### config.mk
export PLATFORM = sky130hd
export DESIGN_NAME = json_string_unescape_top_flat
export DESIGN_NICKNAME = d
export VERILOG_FILES = /design/src/jsu_pkg.sv /design/src/jsu_if.sv /design/src/jsu_decode.sv /design/src/jsu_out_buf.sv /design/src/json_string_unescape_top.sv /design/src/flat_wrapper.sv
export SDC_FILE = /design/constraint.sdc
export NUM_CORES = 1
export LEC_CHECK = 0
export BUFFER_PORTS_ARGS = -buffer_cell sky130_fd_sc_hd__buf_2
export CAP_MARGIN = 20
export CORE_ASPECT_RATIO = 2
export CORE_UTILIZATION = 60
export DETAILED_ROUTE_END_ITERATION = 10
export PLACE_DENSITY = 0.78
export SYNTH_ARGS = -nofsm -noshare
export SYNTH_HDL_FRONTEND = slang
export SYNTH_HIERARCHICAL = 1
export SYNTH_SLANG_ARGS = --single-unit
### constraint.sdc
create_clock -name clk -period 7.9 [get_ports clk]
set_input_delay 0.79 -clock clk [delete_from_list [all_inputs] [get_ports clk]]
set_output_delay 0.79 -clock clk [all_outputs]
set_load 0.05 [all_outputs]
### src/jsu_pkg.sv
// ----------------------------------------------------------------------------
// jsu_pkg
// Shared types and constants for the JSON string unescaper.
// ----------------------------------------------------------------------------
package jsu_pkg;

  // Decoder mode, one-hot
  typedef enum logic [3:0] {
    MODE_WAIT = 4'b0001,
    MODE_BODY = 4'b0010,
    MODE_ESC  = 4'b0100,
    MODE_HEX  = 4'b1000
  } mode_t;

  // Result kinds
  localparam logic [1:0] KIND_BYTE = 2'd0;
  localparam logic [1:0] KIND_DONE = 2'd1;
  localparam logic [1:0] KIND_ERR  = 2'd2;

  // Error codes
  localparam logic [2:0] ERR_NO_QUOTE  = 3'd0;
  localparam logic [2:0] ERR_END_ESC   = 3'd1;
  localparam logic [2:0] ERR_END_HEX   = 3'd2;
  localparam logic [2:0] ERR_BAD_ESC   = 3'd3;
  localparam logic [2:0] ERR_UNTERM    = 3'd4;
  localparam logic [2:0] ERR_NONE      = 3'd0;

  // Characters
  localparam logic [7:0] CH_QUOTE = 8'h22;
  localparam logic [7:0] CH_BSL   = 8'h5C;
  localparam logic [7:0] CH_SLASH = 8'h2F;
  localparam logic [7:0] CH_B     = 8'h62;
  localparam logic [7:0] CH_F     = 8'h66;
  localparam logic [7:0] CH_N     = 8'h6E;
  localparam logic [7:0] CH_R     = 8'h72;
  localparam logic [7:0] CH_T     = 8'h74;
  localparam logic [7:0] CH_U     = 8'h75;

  // UTF-8 encoding
  localparam logic [15:0] CP_LIM1   = 16'h0080;
  localparam logic [15:0] CP_LIM2   = 16'h0800;
  localparam logic [7:0]  UTF8_CONT = 8'h80;
  localparam logic [7:0]  UTF8_LEAD2 = 8'hC0;
  localparam logic [7:0]  UTF8_LEAD3 = 8'hE0;
  localparam logic [7:0]  UTF8_MASK6 = 8'h3F;

  localparam int unsigned MAX_RES = 3;

  typedef struct packed {
    logic [7:0] data;
    logic [1:0] kind;
    logic [2:0] code;
  } result_t;

  // Results caused by one item; res[0] goes out first
  typedef struct packed {
    logic [1:0]           cnt;
    result_t [MAX_RES-1:0] res;
  } dec_res_t;

endpackage

### src/jsu_if.sv
// ----------------------------------------------------------------------------
// jsu_in_if / jsu_out_if
// Valid/ready channels for text bytes in and decoded results out.
// ----------------------------------------------------------------------------
interface jsu_in_if;
  logic       valid;
  logic       ready;
  logic [7:0] text_byte;
  logic       text_end;

  modport source (output valid, output text_byte, output text_end, input ready);
  modport sink   (input valid, input text_byte, input text_end, output ready);
endinterface

interface jsu_out_if;
  logic       valid;
  logic       ready;
  logic [7:0] out_byte;
  logic [1:0] result_kind;
  logic [2:0] error_code;
  logic       last;

  modport source (output valid, output out_byte, output result_kind,
                  output error_code, output last, input ready);
  modport sink   (input valid, input out_byte, input result_kind,
                  input error_code, input last, output ready);
endinterface

### src/jsu_decode.sv
// ----------------------------------------------------------------------------
// jsu_decode
// Decode state and per-byte decode logic; yields up to three results.
// ----------------------------------------------------------------------------
module jsu_decode import jsu_pkg::*; (
  input  logic       clk,
  input  logic       rst_n,
  input  logic       fire,       // item in input register consumed
  input  logic [7:0] text_byte,
  input  logic       text_end,
  output dec_res_t   dec
);

  mode_t       mode_r, mode_nxt;
  logic [15:0] cp_r, cp_nxt;
  logic [1:0]  hcnt_r, hcnt_nxt;
  logic        stop_r, stop_nxt;

  logic        dig_vld;
  logic [3:0]  dig_val;
  logic [15:0] cp_acc;

  always_comb begin
    dig_vld = 1'b1;
    dig_val = 4'd0;
    if (text_byte >= 8'h30 && text_byte <= 8'h39) begin
      dig_val = text_byte[3:0];
    end else if ((text_byte >= 8'h41 && text_byte <= 8'h46) ||
                 (text_byte >= 8'h61 && text_byte <= 8'h66)) begin
      dig_val = text_byte[3:0] + 4'd9;
    end else begin
      dig_vld = 1'b0;
    end
  end

  assign cp_acc = (!stop_r && dig_vld) ? {cp_r[11:0], dig_val} : cp_r;

  always_comb begin
    mode_nxt = mode_r;
    cp_nxt   = cp_r;
    hcnt_nxt = hcnt_r;
    stop_nxt = stop_r;
    dec      = '0;
    case (mode_r)
      MODE_BODY: begin
        if (text_end) begin
          dec.cnt    = 2'd1;
          dec.res[0] = '{8'h00, KIND_ERR, ERR_UNTERM};
          mode_nxt   = MODE_WAIT;
        end else if (text_byte == CH_QUOTE) begin
          dec.cnt    = 2'd1;
          dec.res[0] = '{8'h00, KIND_DONE, ERR_NONE};
          mode_nxt   = MODE_WAIT;
        end else if (text_byte == CH_BSL) begin
          mode_nxt = MODE_ESC;
        end else begin
          dec.cnt    = 2'd1;
          dec.res[0] = '{text_byte, KIND_BYTE, ERR_NONE};
        end
      end
      MODE_ESC: begin
        if (text_end) begin
          dec.cnt    = 2'd1;
          dec.res[0] = '{8'h00, KIND_ERR, ERR_END_ESC};
          mode_nxt   = MODE_WAIT;
        end else begin
          dec.cnt  = 2'd1;
          mode_nxt = MODE_BODY;
          case (text_byte)
            CH_QUOTE: dec.res[0] = '{CH_QUOTE, KIND_BYTE, ERR_NONE};
            CH_BSL:   dec.res[0] = '{CH_BSL, KIND_BYTE, ERR_NONE};
            CH_SLASH: dec.res[0] = '{CH_SLASH, KIND_BYTE, ERR_NONE};
            CH_B:     dec.res[0] = '{8'h08, KIND_BYTE, ERR_NONE};
            CH_F:     dec.res[0] = '{8'h0C, KIND_BYTE, ERR_NONE};
            CH_N:     dec.res[0] = '{8'h0A, KIND_BYTE, ERR_NONE};
            CH_R:     dec.res[0] = '{8'h0D, KIND_BYTE, ERR_NONE};
            CH_T:     dec.res[0] = '{8'h09, KIND_BYTE, ERR_NONE};
            CH_U: begin
              dec.cnt  = 2'd0;
              cp_nxt   = '0;
              hcnt_nxt = '0;
              stop_nxt = 1'b0;
              mode_nxt = MODE_HEX;
            end
            default: begin
              dec.res[0] = '{8'h00, KIND_ERR, ERR_BAD_ESC};
              mode_nxt   = MODE_WAIT;
            end
          endcase
        end
      end
      MODE_HEX: begin
        if (text_end) begin
          dec.cnt    = 2'd1;
          dec.res[0] = '{8'h00, KIND_ERR, ERR_END_HEX};
          mode_nxt   = MODE_WAIT;
          cp_nxt     = '0;
          hcnt_nxt   = '0;
          stop_nxt   = 1'b0;
        end else if (hcnt_r == 2'd3) begin
          // fourth byte of the escape: emit the code point as UTF-8
          if (cp_acc < CP_LIM1) begin
            dec.cnt    = 2'd1;
            dec.res[0] = '{cp_acc[7:0], KIND_BYTE, ERR_NONE};
          end else if (cp_acc < CP_LIM2) begin
            dec.cnt    = 2'd2;
            dec.res[0] = '{UTF8_LEAD2 | {3'b000, cp_acc[10:6]}, KIND_BYTE, ERR_NONE};
            dec.res[1] = '{UTF8_CONT | (cp_acc[7:0] & UTF8_MASK6), KIND_BYTE, ERR_NONE};
          end else begin
            dec.cnt    = 2'd3;
            dec.res[0] = '{UTF8_LEAD3 | {4'b0000, cp_acc[15:12]}, KIND_BYTE, ERR_NONE};
            dec.res[1] = '{UTF8_CONT | (cp_acc[13:6] & UTF8_MASK6), KIND_BYTE, ERR_NONE};
            dec.res[2] = '{UTF8_CONT | (cp_acc[7:0] & UTF8_MASK6), KIND_BYTE, ERR_NONE};
          end
          cp_nxt   = '0;
          hcnt_nxt = '0;
          stop_nxt = 1'b0;
          mode_nxt = MODE_BODY;
        end else begin
          cp_nxt   = cp_acc;
          stop_nxt = stop_r | ~dig_vld;
          hcnt_nxt = hcnt_r + 2'd1;
        end
      end
      default: begin
        mode_nxt = MODE_WAIT;
        if (!text_end) begin
          if (text_byte == CH_QUOTE) begin
            cp_nxt   = '0;
            hcnt_nxt = '0;
            stop_nxt = 1'b0;
            mode_nxt = MODE_BODY;
          end else begin
            dec.cnt    = 2'd1;
            dec.res[0] = '{8'h00, KIND_ERR, ERR_NO_QUOTE};
          end
        end
      end
    endcase
  end

  always_ff @(posedge clk) begin
    if (!rst_n) begin
      mode_r <= MODE_WAIT;
      cp_r   <= '0;
      hcnt_r <= '0;
      stop_r <= 1'b0;
    end else if (fire) begin
      mode_r <= mode_nxt;
      cp_r   <= cp_nxt;
      hcnt_r <= hcnt_nxt;
      stop_r <= stop_nxt;
    end
  end

endmodule

### src/jsu_out_buf.sv
// ----------------------------------------------------------------------------
// jsu_out_buf
// Result register: holds the results of one item, sends one per cycle while ready.
// ----------------------------------------------------------------------------
module jsu_out_buf import jsu_pkg::*; (
  input  logic     clk,
  input  logic     rst_n,
  input  logic     load,       // decoder item consumed this cycle
  input  dec_res_t dec,
  output logic     free,       // empty after this cycle's transfer
  jsu_out_if.source out_ch
);

  result_t [MAX_RES-1:0] res_r;
  logic [1:0]            cnt_r;
  logic                  pop;

  assign pop  = (cnt_r != 2'd0) && out_ch.ready;
  assign free = (cnt_r == 2'd0) || ((cnt_r == 2'd1) && out_ch.ready);

  assign out_ch.valid       = (cnt_r != 2'd0);
  assign out_ch.out_byte    = res_r[0].data;
  assign out_ch.result_kind = res_r[0].kind;
  assign out_ch.error_code  = res_r[0].code;
  assign out_ch.last        = (cnt_r == 2'd1);

  always_ff @(posedge clk) begin
    if (!rst_n) begin
      cnt_r <= '0;
    end else if (load) begin
      cnt_r <= dec.cnt;
    end else if (pop) begin
      cnt_r <= cnt_r - 2'd1;
    end
  end

  always_ff @(posedge clk) begin
    if (load) begin
      res_r <= dec.res;
    end else if (pop) begin
      res_r[0] <= res_r[1];
      res_r[1] <= res_r[2];
    end
  end

  a_load_when_free: assert property (@(posedge clk) disable iff (!rst_n)
    load |-> (cnt_r == 2'd0 || (cnt_r == 2'd1 && out_ch.ready)))
    else $error("result register overwritten with results pending");

  a_hold_on_stall: assert property (@(posedge clk) disable iff (!rst_n)
    (cnt_r != 2'd0 && !out_ch.ready) |=> cnt_r == $past(cnt_r))
    else $error("pending result count changed during stall");

  a_cnt_range: assert property (@(posedge clk) disable iff (!rst_n)
    load |-> dec.cnt <= 2'd3 && (dec.cnt != 2'd0 || dec.res == '0))
    else $error("decoder produced stray result data");

endmodule

### src/json_string_unescape_top.sv
// ----------------------------------------------------------------------------
// json_string_unescape_top
// JSON string unescaper with UTF-8 output of \u escapes.
// ----------------------------------------------------------------------------
// Takes one text byte per transfer and decodes a quoted JSON string: plain
// bytes pass through, simple escapes map to their byte, \uXXXX becomes one to
// three UTF-8 bytes, a closing quote gives a done result and malformed input
// gives an error result, after which the block waits for a new opening quote.
// While the output is ready, throughput is one input byte per cycle and the
// result register sends one result per cycle, so a \u escape that encodes to
// two or three bytes holds off the next input until its extra bytes are sent.
// An input byte passes the input register, then the result register.
// ----------------------------------------------------------------------------
module json_string_unescape_top import jsu_pkg::*; (
  input  logic      clk,
  input  logic      rst_n,
  jsu_in_if.sink    in_ch,
  jsu_out_if.source out_ch
);

  // Input register
  logic       in_vld_r;
  logic [7:0] in_byte_r;
  logic       in_end_r;

  logic       in_acc;   // input transfer
  logic       fire;     // registered item decoded and moved to result register
  logic       buf_free;
  dec_res_t   dec;

  // The input register drains whenever the result register is empty after
  // this cycle's output transfer; single-result items flow every ready cycle.
  assign fire        = in_vld_r && buf_free;
  assign in_ch.ready = !in_vld_r || fire;
  assign in_acc      = in_ch.valid && in_ch.ready;

  always_ff @(posedge clk) begin
    if (!rst_n) begin
      in_vld_r <= 1'b0;
    end else if (in_acc) begin
      in_vld_r <= 1'b1;
    end else if (fire) begin
      in_vld_r <= 1'b0;
    end
  end

  always_ff @(posedge clk) begin
    if (in_acc) begin
      in_byte_r <= in_ch.text_byte;
      in_end_r  <= in_ch.text_end;
    end
  end

  // Decode state machine and per-byte logic
  jsu_decode u_decode (
    .clk       (clk),
    .rst_n     (rst_n),
    .fire      (fire),
    .text_byte (in_byte_r),
    .text_end  (in_end_r),
    .dec       (dec)
  );

  // Result register; items with no result simply leave it empty
  jsu_out_buf u_out_buf (
    .clk    (clk),
    .rst_n  (rst_n),
    .load   (fire),
    .dec    (dec),
    .free   (buf_free),
    .out_ch (out_ch)
  );

  a_accept_lands: assert property (@(posedge clk) disable iff (!rst_n)
    in_acc |=> in_vld_r)
    else $error("accepted byte missing from input register");

  a_held_when_blocked: assert property (@(posedge clk) disable iff (!rst_n)
    (in_vld_r && !buf_free) |=> in_vld_r && in_byte_r == $past(in_byte_r)
                                && in_end_r == $past(in_end_r))
    else $error("input register lost a byte while result register busy");

endmodule
### src/flat_wrapper.sv
// flat-port wrapper written by rule: the top's interface ports become plain ports
module json_string_unescape_top_flat import jsu_pkg::*;
  (clk, rst_n, in_ch_valid, in_ch_text_byte, in_ch_text_end, in_ch_ready, out_ch_valid, out_ch_out_byte, out_ch_result_kind, out_ch_error_code, out_ch_last, out_ch_ready);
  jsu_in_if in_ch_i ();
  jsu_out_if out_ch_i ();
  input  logic clk;
  input  logic rst_n;
  input wire logic [$bits(in_ch_i.valid)-1:0] in_ch_valid;
  input wire logic [$bits(in_ch_i.text_byte)-1:0] in_ch_text_byte;
  input wire logic [$bits(in_ch_i.text_end)-1:0] in_ch_text_end;
  output wire logic [$bits(in_ch_i.ready)-1:0] in_ch_ready;
  output wire logic [$bits(out_ch_i.valid)-1:0] out_ch_valid;
  output wire logic [$bits(out_ch_i.out_byte)-1:0] out_ch_out_byte;
  output wire logic [$bits(out_ch_i.result_kind)-1:0] out_ch_result_kind;
  output wire logic [$bits(out_ch_i.error_code)-1:0] out_ch_error_code;
  output wire logic [$bits(out_ch_i.last)-1:0] out_ch_last;
  input wire logic [$bits(out_ch_i.ready)-1:0] out_ch_ready;
  assign in_ch_i.valid = in_ch_valid;
  assign in_ch_i.text_byte = in_ch_text_byte;
  assign in_ch_i.text_end = in_ch_text_end;
  assign in_ch_ready = in_ch_i.ready;
  assign out_ch_valid = out_ch_i.valid;
  assign out_ch_out_byte = out_ch_i.out_byte;
  assign out_ch_result_kind = out_ch_i.result_kind;
  assign out_ch_error_code = out_ch_i.error_code;
  assign out_ch_last = out_ch_i.last;
  assign out_ch_i.ready = out_ch_ready;
  json_string_unescape_top u_core (.clk(clk), .rst_n(rst_n), .in_ch(in_ch_i), .out_ch(out_ch_i));
endmodule
**Word level (Yosys, flattened, before mapping)**

Index checks and enable logic that the tools add are counted.

- Bits of input ports: 13
- Logic and storage cells: 145
- Bits in registers: 74

- Reductions and logical operators: 23
- Magnitude comparators: 8
- Bitwise gates (word level): 5
- Equality and inequality tests: 19
- Add/sub/neg operators: 3
- Multiplexer cells: 69

Operators by type and width:

| operator | number |
|---|---|
| $mux W16 | 7 |
| $pmux W12 S9 | 1 |
| $mux W13 | 8 |
| $mux W26 | 3 |
| $eq A8 B7 Y1 const B | 7 |
| $pmux W16 S3 | 1 |
| $mux W41 | 1 |
| $pmux W13 S3 | 1 |
| $mux W4 | 8 |
| $mux W2 | 12 |
| $mux W24 | 1 |
| $mux W1 | 18 |
| $eq A8 B6 Y1 const B | 2 |
| $ge A8 B7 Y1 const B | 2 |
| $le A8 B7 Y1 const B | 2 |
| $lt A16 B12 Y1 const B | 1 |
| $lt A16 B8 Y1 const B | 1 |
| $mux W12 | 1 |
| $pmux W2 S3 | 2 |
| $pmux W4 S3 | 1 |
| $mux W5 | 2 |
| $ge A8 B6 Y1 const B | 1 |
| $le A8 B6 Y1 const B | 1 |
| $logic_and A1 B1 Y1 | 8 |
| other kinds (26) | 35 |

**Depth between registers and ports, before layout**

- Depth in word-level cells: 14
- Gate-level depth with buffers: 11

**Hierarchy**

Netlist, hierarchy kept.

By module, submodules not included:

| module | cells an instance | times used | area each (um^2) |
|---|---|---|---|
| jsu_decode | 299 | 1 | 2,283.4 |
| jsu_out_buf | 100 | 1 | 1,769.2 |
| json_string_unescape_top | 15 | 1 | 335.3 |

**Worst setup path before layout**

OpenSTA, ideal clock, no wires.

- Path type: reg2reg
- From: register u_core.in_byte_r[0]
- To: register u_core.u_out_buf.res_r, in the netlist u_core/u_out_buf/out_ch.out_byte[6], data pin
- Path slack: 5,179 ps
- Path buffers: 1
- Period minus slack after synthesis: 2,721 ps
- Stages on the path, launching flop included: 11
- Required time: 7,640 ps
- Data arrival time: 2,461 ps
- Cells stage by stage: edfxtp_1 inv_1 ha_1 o21bai_1 a211oi_2 or2b_1 buf_4 mux2i_1 a21oi_2 a2111o_1 mux2_2

RTL lines:

| element | RTL line | RTL |
|---|---|---|
| start, declared | json_string_unescape_top.sv:23 | `logic [7:0] in_byte_r;` |
| start signal, assigned | json_string_unescape_top.sv:49 | `in_byte_r <= in_ch.text_byte;` |
| end signal, assigned | jsu_out_buf.sv:39 | `res_r <= dec.res;` |
| end, declared | jsu_out_buf.sv:14 | `result_t [MAX_RES-1:0] res_r;` |

==> results_dict.tcl <==
set metrics [dict create \
    drv_slew 0 \
    switching_share_pct 27.9 \
    fill_cells 543 \
    remaining_drc_errors 0 \
    finalPower_mw 1.07 \
    cts_buffer_depth 2 \
    insertion_delay_ns 0.33 \
    skew_ns 0.00577 \
    critical-path-max-stage-delay_ns 0.51 \
    hold_ws_ns 0.498 \
    peakVddDrop_mv 0.198 \
    cts-root-buf "clkbuf_16" \
    grt_pass1_vias 3244 \
    finalCriticalPeriod_ns 3.37 \
    cts_resized 0 \
    rsz0062_at_grt "no" \
    track_usage_pct 28.8 \
    cts_tree "done" \
    post-route-cell-area_um2 4690 \
    async_flop_share_pct 0 \
    grt_pass1_wl_mm 16.5 \
    synth_top_cell_area_share_pct 32.8 \
    yosysWarnings 6 \
    portBuffers 28 \
    maxCapViolations 0 \
    hold_class "reg2reg" \
    finalCritPeriodShare_pct 42.6 \
    setup_viol_count_final 0 \
    crit_fanout 15 \
    cts_max_level 3 \
    crit_chain "inv_1, ha_1, o21bai_1, a211oi_2, or2b_1, mux2i_1, a21oi_2, a2111o_1, mux2_2" \
    outcome "finished, final reports clean" \
    syn_to_final_growth_pct 6.82 \
    routed_via_density 6.39 \
    layout-drive-gt1-share_pct 22.0 \
    drt-total-wl_mm 10.3 \
    setup_slack_ns 4.53 \
    core_area_um2 6990 \
    start_kind "flip-flop" \
    reg2reg_depth 9 \
    clkTransAtPathRegs_ns 0.06 \
    p_seq_share_pct 44.7 \
    grt_max_degree 47 \
    fin_util_pct 67.0 \
    stdcell_count 513 \
    ys_ff_latch 74 \
    synth_area_leader_cell "edfxtp_1" \
    overflow 0 \
    route.vias.total 3278 \
    placed_area_um2 4360 \
    combPwrFrac_pct 17.8 \
    slowest_stage "edfxtp_1" \
    synthCells 414 \
    path_class "reg2reg" \
    cp_data_arrival_time_ns 3.45 \
    hold_buffers 0 \
    avgSynthCellArea_um2 10.6 \
    slew_headroom_pct 23.8 \
    seq_area_frac_synth_pct 44.7 \
    fmax_ghz 0.297 \
    synth.distinct_cells 83 \
    post_cts_buffers 0 \
    power_density_nw_per_um2 229 \
    place_inst 495 \
    numClockSinks 74 \
    synth_edf_count 48 \
    layout_common_cells "edfxtp_1 (48), nor2_1 (33), buf_2 (28)" \
    rows 43 \
    syn_area_um2 4390 \
    hold_path_depth 1 \
    worst_pin_slew_ns 1.13 \
    mostFrequentLayoutCell "edfxtp_1" \
    synth_top_flop_cell "edfxtp_1" \
    antenna_cells 0 \
    fp.dieW_um 62.5 \
    hold_viol_final 0 \
    p_clk_share_pct 37.5 \
    leakagePower_nw 1.84 \
    power.internal_uw 773 \
    required_ns 7.98 \
    finalSetupTns_ns 0 \
    cts_buffers 9 \
    final_nets 438 \
    dp_slack_ns 4.58 \
    io_pins 29 \
    place_congestion 0.925 \
    drtAntennaViolNets 0 \
    die_area_um2 7680 \
    cp-end-kind "flip-flop" \
    wl_per_cell_um 20.1 \
    antenna_found_initial 0 \
    drt-initial-drc-count 368 \
    p_switching_uw 299 \
    synth.area.top_cells "edfxtp_1 (33%), dfxtp_1 (12%), mux2_2 (4.9%)" \
    fp.dieH_um 123 \
    start_util_pct 62.7 \
    hpwlAfterDp_mm 7.36 \
    first_pass_iters 5 \
]
-- routing by layer --
metal	vias to the layer above	GRT usage (%)	routed length, um
met5	-	0	0
met3	39	4.61	467
met4	0	23.1	651
met2	144	49.7	5340
met1	1552	30.8	3840
li1	1543	-	-
-- power groups by stage --
stage               clock (mW)  combinational, mW  sequential (mW)
global placement             0              0.178            0.486
detailed placement           0              0.182            0.488
global route             0.419              0.203            0.484
CTS                      0.406              0.182            0.481
finish                   0.402              0.190            0.479
floorplan                    0              0.175            0.480
-- layout make-up --
class	count	area (um^2)	area share (%)
inverters	14	52.6	1.12
clock buffers	10	229	4.89
clock inverters	6	65.1	1.39
repair buffers	31	180	3.84
flip-flops and latches	74	1960	41.9
well taps	90	113	2.40
multi-input cells	288	2090	44.5
-- cell usage after synthesis, types with 11 or more instances --
master / number
edfxtp_1: 48
nor2_1: 33
buf_4: 28
dfxtp_1: 26
a21oi_1: 22
nand2_1: 21
mux2_2: 19
inv_1: 14
mux2i_1: 13
clkbuf_1: 12
nand3_1: 11
-- registers in the layout, summed over array words and instances (netlist names), 3 cells and up --
| register | count |
|---|---|
| u_core/u_decode/cp_r | 16 |
| u_core/in_byte_r | 8 |
| u_core/u_decode/mode_r | 4 |
| u_core/u_out_buf/out_ch.error_code | 3 |
| u_core/u_out_buf/res_r | 26 |
| u_core/u_out_buf/out_ch.out_byte | 8 |
-- path summary, 6_finish.rpt --
kind                                                            start                                       endpoint  slack [ns]
worst max-delay path                    u_core/in_byte_r[0]$_DFFE_PP_  u_core/u_out_buf/out_ch.out_byte[6]$_DFFE_PP_        4.53
worst max register to register          u_core/in_byte_r[0]$_DFFE_PP_  u_core/u_out_buf/out_ch.out_byte[6]$_DFFE_PP_        4.53
worst min register to register  u_core/u_decode/cp_r[13]$_SDFFE_PN0P_          u_core/u_decode/cp_r[13]$_SDFFE_PN0P_        0.50
worst min-delay path            u_core/u_decode/cp_r[13]$_SDFFE_PN0P_          u_core/u_decode/cp_r[13]$_SDFFE_PN0P_        0.50
-- cell families (layout without fill, tap and decap cells) --
group                    count (synthesis)  in the layout  share of synthesized area, %
adder cells (fa/ha/maj)                  7              7                          2.00
XOR/XNOR                                 2              2                         0.399
AO/OA/AOI/OAI                           98             98                          16.3
flip-flops                              74             74                          44.7
AND/OR/NAND/NOR                        129            129                          17.3
multiplexers                            40             40                          10.6
buffers and inverters                   63             61                          8.70
other                                    1             12                        0.0855
-- critical path, delay by kind of cell (launching register included) --
family / cells / cell delay [ns]
AOI/OAI and AO/OA: 4 / 1.18
and+or+nand+nor: 1 / 0.51
buffers and inverters: 1 / 0.14
muxes: 2 / 0.55
adders and majority gates: 1 / 0.23
DFF: 1 / 0.51
Power figures use the tool's default switching activity.
